File: config.mk
export PLATFORM = sky130hd
export DESIGN_NAME = running_mean_variance_max_top
export DESIGN_NICKNAME = d
export VERILOG_FILES = /design/src/rtl/rmvm_pkg.sv /design/src/rtl/rmvm_ctrl.sv /design/src/rtl/rmvm_dp.sv /design/src/rtl/running_mean_variance_max_top.sv
export SDC_FILE = /design/constraint.sdc
export NUM_CORES = 2
export LEC_CHECK = 0
export CAP_MARGIN = 20
export CORE_MARGIN = 10
export CORE_UTILIZATION = 34
export CTS_CLUSTER_SIZE = 30
export DETAILED_ROUTE_END_ITERATION = 12
export DONT_BUFFER_PORTS = 1
export GPL_ROUTABILITY_DRIVEN = 0
export GPL_TIMING_DRIVEN = 1
export PLACE_DENSITY = 0.52
export SLEW_MARGIN = 20
export SYNTH_ARGS = -nofsm -noshare
export SYNTH_HDL_FRONTEND = slang
export SYNTH_SLANG_ARGS = --single-unit
File: constraint.sdc
create_clock -name clock -period 9.5 [get_ports clock]
set_input_delay 2.375 -clock clock [delete_from_list [all_inputs] [get_ports clock]]
set_output_delay 2.375 -clock clock [all_outputs]
set_load 0.02 [all_outputs]
File: src/rtl/rmvm_pkg.sv
// Shared constants, state encoding and controller/datapath interface types.
package rmvm_pkg;

   localparam int SAMPLE_BITS_DEF = 24;
   localparam int FRAC_BITS_DEF   = 16;
   localparam int COUNT_BITS_DEF  = 32;
   localparam int SQ_BITS         = 64;
   localparam int DIGIT_BITS      = 8;

   typedef enum logic [4:0] {
      ST_IDLE = 5'b00001,
      ST_DIV  = 5'b00010,
      ST_PREP = 5'b00100,
      ST_MUL  = 5'b01000,
      ST_SUM  = 5'b10000
   } state_type;

   typedef struct packed {
      logic load;
      logic div_step;
      logic prep;
      logic mul_step;
      logic out_load;
   } ctrl_cmd_type;

   typedef struct packed {
      logic step_last;
      logic out_free;
   } dp_status_type;

endpackage

File: src/rtl/rmvm_ctrl.sv
// Sequencer that steps one sample through divide, multiply and accumulate.
module rmvm_ctrl (
   input  logic                    clock,
   input  logic                    reset,
   input  logic                    req_valid,
   output logic                    req_stall,
   input  rmvm_pkg::dp_status_type status,
   output rmvm_pkg::ctrl_cmd_type  cmd
);
   import rmvm_pkg::*;

   state_type state_ff;
   state_type state_in;
   logic      out_wait;

   assign req_stall = (state_ff != ST_IDLE);

   always_comb begin
      state_in = state_ff;
      cmd      = '0;
      out_wait = 1'b0;
      case (state_ff)
         ST_IDLE: begin
            if (req_valid) begin
               cmd.load = 1'b1;
               state_in = ST_DIV;
            end
         end
         ST_DIV: begin
            cmd.div_step = 1'b1;
            if (status.step_last) begin
               state_in = ST_PREP;
            end
         end
         ST_PREP: begin
            cmd.prep = 1'b1;
            state_in = ST_MUL;
         end
         ST_MUL: begin
            cmd.mul_step = 1'b1;
            if (status.step_last) begin
               state_in = ST_SUM;
            end
         end
         ST_SUM: begin
            // The result waits here for a free output; the running sum is updated once, as the result is loaded.
            out_wait = 1'b1;
            if (status.out_free) begin
               cmd.out_load = 1'b1;
               state_in     = ST_IDLE;
            end
         end
         default: begin
            state_in = ST_IDLE;
         end
      endcase
   end

   always_ff @(posedge clock) begin
      if (reset) begin
         state_ff <= ST_IDLE;
      end else begin
         state_ff <= state_in;
      end
   end

   a_div_hold: assert property (@(posedge clock) disable iff (reset)
      (state_ff == ST_DIV && !status.step_last) |=> (state_ff == ST_DIV))
      else $error("divider left before its last step");

   a_wait_out: assert property (@(posedge clock) disable iff (reset)
      (out_wait && !status.out_free) |=> (state_ff == ST_SUM))
      else $error("result dropped while output was full");

   a_state_onehot: assert property (@(posedge clock) disable iff (reset)
      $onehot(state_ff))
      else $error("controller state is not one-hot");

endmodule

File: src/rtl/rmvm_dp.sv
// Datapath: statistics registers, bit-serial divider, digit multiplier and output register.
module rmvm_dp #(
   parameter int SAMPLE_BITS = rmvm_pkg::SAMPLE_BITS_DEF,
   parameter int FRAC_BITS   = rmvm_pkg::FRAC_BITS_DEF,
   parameter int COUNT_BITS  = rmvm_pkg::COUNT_BITS_DEF
) (
   input  logic                                 clock,
   input  logic                                 reset,
   input  rmvm_pkg::ctrl_cmd_type               cmd,
   output rmvm_pkg::dp_status_type              status,
   input  logic                                 track_max,
   input  logic [SAMPLE_BITS-1:0]               req_sample,
   input  logic                                 req_restart,
   output logic                                 rsp_valid,
   input  logic                                 rsp_stall,
   output logic [SAMPLE_BITS+FRAC_BITS-1:0]     rsp_mean_q16,
   output logic [rmvm_pkg::SQ_BITS-1:0]         rsp_sq_dev_sum,
   output logic [SAMPLE_BITS-1:0]               rsp_largest,
   output logic [COUNT_BITS-1:0]                rsp_sample_count
);
   import rmvm_pkg::*;

   localparam int M        = SAMPLE_BITS + FRAC_BITS;
   localparam int K        = (M + DIGIT_BITS - 1) / DIGIT_BITS;
   localparam int DW       = K * DIGIT_BITS;
   localparam int P        = M + DW;
   localparam int EXT      = P + SQ_BITS + 2 * FRAC_BITS;
   localparam int CNT_BITS = $clog2(M);

   logic [COUNT_BITS-1:0]  count_ff, count_in;
   logic [M-1:0]           mean_ff, mean_in;
   logic [SQ_BITS-1:0]     sq_ff, sq_in;
   logic [SAMPLE_BITS-1:0] max_ff, max_in;
   logic                   up_ff, up_in;
   logic [M-1:0]           d1_ff, d1_in;
   logic [M-1:0]           quo_ff, quo_in;
   logic [COUNT_BITS-1:0]  rem_ff, rem_in;
   logic [DW-1:0]          d2_ff, d2_in;
   logic [P-1:0]           acc_ff, acc_in;
   logic [CNT_BITS-1:0]    cnt_ff, cnt_in;
   logic                   rsp_valid_ff, rsp_valid_in;
   logic [M-1:0]           rsp_mean_ff;
   logic [SQ_BITS-1:0]     rsp_sq_ff;
   logic [SAMPLE_BITS-1:0] rsp_max_ff;
   logic [COUNT_BITS-1:0]  rsp_count_ff;

   logic [COUNT_BITS-1:0]  base_count;
   logic [M-1:0]           base_mean;
   logic [SAMPLE_BITS-1:0] base_max;
   logic [M-1:0]           xq;
   logic                   up_now;
   logic [COUNT_BITS:0]    div_shifted;
   logic [COUNT_BITS:0]    div_diff;
   logic                   div_ge;
   logic [M+DIGIT_BITS-1:0] pp;
   logic [EXT-1:0]         prod_ext;
   logic [SQ_BITS-1:0]     inc;
   logic [SQ_BITS:0]       sq_sum;

   assign base_count = req_restart ? '0 : count_ff;
   assign base_mean  = req_restart ? '0 : mean_ff;
   assign base_max   = req_restart ? '0 : max_ff;
   assign xq         = {req_sample, {FRAC_BITS{1'b0}}};
   assign up_now     = (xq >= base_mean);

   assign div_shifted = {rem_ff, quo_ff[M-1]};
   assign div_diff    = div_shifted - {1'b0, count_ff};
   assign div_ge      = (div_shifted >= {1'b0, count_ff});

   assign pp = (M + DIGIT_BITS)'(d1_ff) * (M + DIGIT_BITS)'(d2_ff[DW-1 -: DIGIT_BITS]);

   assign prod_ext = EXT'(acc_ff) >> (2 * FRAC_BITS);
   assign inc      = (|prod_ext[EXT-1:SQ_BITS]) ? '1 : prod_ext[SQ_BITS-1:0];
   assign sq_sum   = {1'b0, sq_ff} + {1'b0, inc};

   assign status.step_last = (cnt_ff == '0);
   assign status.out_free  = !rsp_valid_ff || !rsp_stall;

   always_comb begin
      count_in     = count_ff;
      mean_in      = mean_ff;
      sq_in        = sq_ff;
      max_in       = max_ff;
      up_in        = up_ff;
      d1_in        = d1_ff;
      quo_in       = quo_ff;
      rem_in       = rem_ff;
      d2_in        = d2_ff;
      acc_in       = acc_ff;
      cnt_in       = cnt_ff;
      rsp_valid_in = rsp_valid_ff && rsp_stall;
      if (cmd.load) begin
         count_in = (&base_count) ? base_count : base_count + 1'b1;
         mean_in  = base_mean;
         sq_in    = req_restart ? '0 : sq_ff;
         max_in   = (track_max && (req_sample > base_max)) ? req_sample : base_max;
         up_in    = up_now;
         d1_in    = up_now ? xq - base_mean : base_mean - xq;
         quo_in   = up_now ? xq - base_mean : base_mean - xq;
         rem_in   = '0;
         cnt_in   = CNT_BITS'(M - 1);
      end
      if (cmd.div_step) begin
         rem_in = div_ge ? div_diff[COUNT_BITS-1:0] : div_shifted[COUNT_BITS-1:0];
         quo_in = {quo_ff[M-2:0], div_ge};
         cnt_in = cnt_ff - 1'b1;
      end
      if (cmd.prep) begin
         mean_in = up_ff ? mean_ff + quo_ff : mean_ff - quo_ff;
         d2_in   = DW'(d1_ff - quo_ff);
         acc_in  = '0;
         cnt_in  = CNT_BITS'(K - 1);
      end
      if (cmd.mul_step) begin
         acc_in = (acc_ff << DIGIT_BITS) + P'(pp);
         d2_in  = d2_ff << DIGIT_BITS;
         cnt_in = cnt_ff - 1'b1;
      end
      if (cmd.out_load) begin
         sq_in        = sq_sum[SQ_BITS] ? '1 : sq_sum[SQ_BITS-1:0];
         rsp_valid_in = 1'b1;
      end
   end

   always_ff @(posedge clock) begin
      if (reset) begin
         count_ff     <= '0;
         mean_ff      <= '0;
         sq_ff        <= '0;
         max_ff       <= '0;
         cnt_ff       <= '0;
         rsp_valid_ff <= 1'b0;
      end else begin
         count_ff     <= count_in;
         mean_ff      <= mean_in;
         sq_ff        <= sq_in;
         max_ff       <= max_in;
         cnt_ff       <= cnt_in;
         rsp_valid_ff <= rsp_valid_in;
      end
   end

   always_ff @(posedge clock) begin
      up_ff  <= up_in;
      d1_ff  <= d1_in;
      quo_ff <= quo_in;
      rem_ff <= rem_in;
      d2_ff  <= d2_in;
      acc_ff <= acc_in;
      if (cmd.out_load) begin
         rsp_mean_ff  <= mean_ff;
         rsp_sq_ff    <= sq_in;
         rsp_max_ff   <= max_ff;
         rsp_count_ff <= count_ff;
      end
   end

   assign rsp_valid        = rsp_valid_ff;
   assign rsp_mean_q16     = rsp_mean_ff;
   assign rsp_sq_dev_sum   = rsp_sq_ff;
   assign rsp_largest      = rsp_max_ff;
   assign rsp_sample_count = rsp_count_ff;

   a_count_nonzero: assert property (@(posedge clock) disable iff (reset)
      cmd.load |=> (count_ff != '0))
      else $error("sample count is zero after a sample was taken");

   a_rem_below_count: assert property (@(posedge clock) disable iff (reset)
      cmd.div_step |=> (rem_ff < count_ff))
      else $error("divider remainder not below the count");

   a_sq_monotonic: assert property (@(posedge clock) disable iff (reset)
      cmd.out_load |=> (sq_ff >= $past(sq_ff)))
      else $error("squared-deviation sum decreased");

endmodule

File: src/rtl/running_mean_variance_max_top.sv
// Top level of the running mean, variance and maximum accumulator.
// Each sample goes in turn through a load step, the restoring divider, a prepare step, the
// digit multiplier and a final sum step: its result can be taken once it sits in the output
// register, and the next sample can be accepted at the same point. The restoring divider
// produces one quotient bit of (sample - mean) / count per cycle. The divider is
// followed by a multiplier that takes eight bits of the second deviation per cycle. One sample
// is worked on at a time; the finished result sits in an output register, so the next sample
// is accepted while that result still waits to be taken. If an earlier result is still held
// there, the block waits in its last step until that result is taken. The track_max register
// is written through the csr port, which is always ready, and should only be written while no
// sample is in flight.
module running_mean_variance_max_top #(
   parameter int SAMPLE_BITS = rmvm_pkg::SAMPLE_BITS_DEF,
   parameter int FRAC_BITS   = rmvm_pkg::FRAC_BITS_DEF,
   parameter int COUNT_BITS  = rmvm_pkg::COUNT_BITS_DEF
) (
   input  logic                             clock,
   input  logic                             reset,
   input  logic                             req_valid,
   output logic                             req_stall,
   input  logic [SAMPLE_BITS-1:0]           req_sample,
   input  logic                             req_restart,
   output logic                             rsp_valid,
   input  logic                             rsp_stall,
   output logic [SAMPLE_BITS+FRAC_BITS-1:0] rsp_mean_q16,
   output logic [rmvm_pkg::SQ_BITS-1:0]     rsp_sq_dev_sum,
   output logic [SAMPLE_BITS-1:0]           rsp_largest,
   output logic [COUNT_BITS-1:0]            rsp_sample_count,
   input  logic                             csr_valid,
   output logic                             csr_ready,
   input  logic                             csr_track_max
);
   import rmvm_pkg::*;

   ctrl_cmd_type  cmd;
   dp_status_type status;
   logic          track_max_ff;

   assign csr_ready = 1'b1;

   always_ff @(posedge clock) begin
      if (reset) begin
         track_max_ff <= 1'b1;
      end else if (csr_valid && csr_ready) begin
         track_max_ff <= csr_track_max;
      end
   end

   rmvm_ctrl u_ctrl (
      .clock     (clock),
      .reset     (reset),
      .req_valid (req_valid),
      .req_stall (req_stall),
      .status    (status),
      .cmd       (cmd)
   );

   rmvm_dp #(
      .SAMPLE_BITS (SAMPLE_BITS),
      .FRAC_BITS   (FRAC_BITS),
      .COUNT_BITS  (COUNT_BITS)
   ) u_dp (
      .clock            (clock),
      .reset            (reset),
      .cmd              (cmd),
      .status           (status),
      .track_max        (track_max_ff),
      .req_sample       (req_sample),
      .req_restart      (req_restart),
      .rsp_valid        (rsp_valid),
      .rsp_stall        (rsp_stall),
      .rsp_mean_q16     (rsp_mean_q16),
      .rsp_sq_dev_sum   (rsp_sq_dev_sum),
      .rsp_largest      (rsp_largest),
      .rsp_sample_count (rsp_sample_count)
   );

endmodule

==> results.toml <==
[clocking]
clock_sinks = 566
cts_tree = "yes"
cts_hold_buf = 0
path_clk_slew_ns = 0.06
root_buffer = "clkbuf_16"
cts.path.max_buffers = 3
cts_buffers = 71
clock_latency_ns = 0.67
post_cts_resized = 0
h-tree-depth = 3
post_cts_buffers = 0

[critical_path]
worst-path-buf-inv = 4
crit_arrival_ns = 7.58
path_cells = "buf_4 -> nand2_1 -> fa_1 -> inv_1 -> fa_1 -> fa_1 -> inv_1 -> fa_1 -> inv_1 -> ha_1 -> o211ai_1 -> o211ai_1 -> a41o_1 -> a211oi_1 -> o21ai_1 -> a31oi_1 -> o21ai_2 -> nand2_1 -> or3_1 -> xor2_1 -> nor2_1"
worstReg2RegEnd = "u_dp.acc_ff[79]$_SDFFCE_PN0P_"
cpMaxStageDelayCell = "edfxtp_1"
r2r_cells = 21
cp_common_cell = "fa_1"
setup.worst_path.start_class = "flip-flop"
end_kind = "flip-flop"
criticalPathCategory = "flip-flop to flip-flop"
critPathTopFamily = "adder cells"
required_ns = 9.87
rr_startpoint = "u_dp.d2_ff[36]$_DFFE_PP_"
crit_path_max_incr_delay_ns = 0.87
rrSetupSlack_ns = 2.29
worstPathMaxFanout = 21

[timing]
hold_viol_final = 0
finalMaxSlewViolations = 0
layout_min_cycle_time_ns = 7.21
max_freq_mhz = 139
clock_skew_ns = 0.0487
tns_ns = 0
report.final.setup_viol = 0
tightestPinTransition_ns = 1.01
rsz0062_at_grt = "false"
slew_headroom = 0.315
fin_crit_sh = 0.759

[routing]
via_per_inst = 5.19
dr.pass1.iters = 6
wirelength_um = 128000
wl_per_cell_um = 19.3
post-route-drc-count = 0
drtIter0Drc = 2158
drtAntennaViolNets = 0
num_vias = 34459

[global_routing]
gr-total-overflow = 0
grt_pass1_wl_um = 202000
grt_pass1_vias = 34909
antenna_found_initial = 2
groute.usage.overall = 0.170
grt_max_degree = 147

[layout]
nets = 5434
drive_above_1_share = 0.0447
area_growth_pct = 9.28
final_cells = 6636

[run_status]
status = "finished clean"

[die]
core_um2 = 132000
dieArea_um2 = 148000
rows = 133
fp.dieH_um = 384
chipWidth_um = 384
initial_utilization = 0.343
ios = 194

[logic_synthesis]
synth.avg_cell_area_um2 = 9.17
async_flop_share = 0
yosysSeqAreaShare = 0.337
synth_cell_type_count = 94
synthMostInstantiatedCell = "inv_1"
synth_edf_count = 385
synth.cell_area_um2 = 45100
synthTopCellsByArea = "edfxtp_1, fa_1, ha_1"
ys_dominant_reg_cell = "edfxtp_1"
ys_top_cells_by_count = "inv_1, nand2_1, nor2_1"
synth_top_area_frac = 0.256
netlist_instances = 4920
ys_ff_latch = 566
syn_nets = 5532
yosysWarningCount = 0
synth_top_area_cell = "edfxtp_1"

[worst_hold_path]
min_path_cells = 2
hold_end = "u_dp.d2_ff[0]$_SDFFE_PP0P_"
hp-start = "u_dp.d2_ff[0]$_SDFFE_PP0P_"
hold_class = "flip-flop to flip-flop"

[pwr]
powerDensity_nw_per_um2 = 138
ir_drop_mv = 0.137
power_leakage_nw = 20.8

[job]
maxCapViolations = 0

[placement]
dp_cells = 6504
io_buffers = 0
hpwl_um = 96100
-- metal layers --
layer / global-route usage / share of wire / vias up
li1: - / - / 16748
met3: 0.0394 / 0.061 / 192
met2: 0.269 / 0.44 / 778
met4: 0.0523 / 0.029 / 2
met1: 0.230 / 0.47 / 16739
met5: 0 / 0.00010 / -
-- worst max path at each step --
stage                             start                            end  slack [ns]  cells after the start
4_1_cts        u_dp.d2_ff[36]$_DFFE_PP_  u_dp.acc_ff[79]$_SDFFCE_PN0P_        2.31                     21
3_5_place_dp   u_dp.d2_ff[36]$_DFFE_PP_  u_dp.acc_ff[79]$_SDFFCE_PN0P_        2.32                     21
2_1_floorplan                 rsp_stall      u_dp.sq_ff[41]$_SDFF_PP0_        0.98                      7
3_3_place_gp   u_dp.d2_ff[36]$_DFFE_PP_  u_dp.acc_ff[79]$_SDFFCE_PN0P_        2.40                     21
6_report       u_dp.d2_ff[36]$_DFFE_PP_  u_dp.acc_ff[79]$_SDFFCE_PN0P_        2.29                     21
5_1_grt        u_dp.d2_ff[36]$_DFFE_PP_  u_dp.acc_ff[79]$_SDFFCE_PN0P_        1.93                     21
-- report_power, final --
group	switching, mW	internal, mW
clock network	1.14	1.75
registers	0.114	2.71
logic	0.672	0.422
-- worst min-delay path: stages, from the launching register on --
cell and delay, ns:
dfxtp_1 0.32, nand2_1 0.05, o21ai_0 0.05
-- metrics by stage --
step                      area (µm²)  hold slack, ns  setup WS [ns]  utilization  power, mW
after floorplan                45100           0.422          0.977            -       3.65
after global placement         46800           0.440           2.40        0.356       3.95
after detailed placement       46800           0.440           2.32        0.356       3.96
after CTS                      49300           0.461           2.31        0.374       6.88
after global routing           49300           0.482           1.93        0.374       7.11
final                          49300           0.457           2.29        0.375       6.80
-- logic make-up after synthesis --
family / count (synthesis) / share of synthesized area
muxes: 43 / 0.00996
DFF: 566 / 0.337
and+or+nand+nor: 1601 / 0.172
buffers and inverters: 724 / 0.0620
adders and majority gates: 581 / 0.206
xor gates and xnor gates: 305 / 0.0592
other: 1 / 0.0000831
AOI/OAI and AO/OA: 1099 / 0.154
-- layout make-up --
class / count / area, µm²
fillers: 13302 / 82300
inverters: 517 / 1950
multi-input cells: 3630 / 27200
well taps: 1755 / 2200
clock buffers: 92 / 1930
flip-flops and latches: 566 / 15200
clock inverters: 38 / 539
repair buffers: 36 / 270
diodes: 2 / 5.00
-- layout by cell type (no fill, tap or decap), types with 20 or more instances in the layout --
| cell | count |
|---|---|
| nor3_1 | 68 |
| clkbuf_16 | 73 |
| and2_1 | 260 |
| inv_1 | 512 |
| nand2_1 | 447 |
| o31ai_1 | 26 |
| nor4_1 | 20 |
| nand3_1 | 108 |
| a21o_1 | 137 |
| a22o_1 | 20 |
| nor2b_1 | 75 |
| and3_1 | 28 |
| mux2i_1 | 31 |
| o21a_1 | 44 |
| ha_1 | 309 |
| nor2_1 | 424 |
| xnor2_1 | 177 |
| nand4_1 | 69 |
| o21bai_1 | 32 |
| buf_4 | 36 |
| a31oi_1 | 103 |
| xor2_1 | 128 |
| fa_1 | 272 |
| dfxtp_1 | 181 |
| edfxtp_1 | 385 |
| a21oi_1 | 374 |
| o21ai_0 | 173 |
| nand2b_1 | 26 |
| or3_1 | 20 |
| a211oi_1 | 30 |
-- state kept, by name, summed over array words and instances, names as in the netlist, 5 cells and up --
name                   count
u_ctrl.state_ff            5
u_dp.acc_ff               80
u_dp.cnt_ff                6
u_dp.count_ff             32
u_dp.d1_ff                40
u_dp.d2_ff                40
u_dp.max_ff               24
u_dp.mean_ff              40
u_dp.quo_ff               40
u_dp.rem_ff               32
u_dp.rsp_largest          24
u_dp.rsp_mean_q16         40
u_dp.rsp_sample_count     32
u_dp.rsp_sq_dev_sum       64
u_dp.sq_ff                64
No activity file was read; power rests on OpenSTA's default activity.
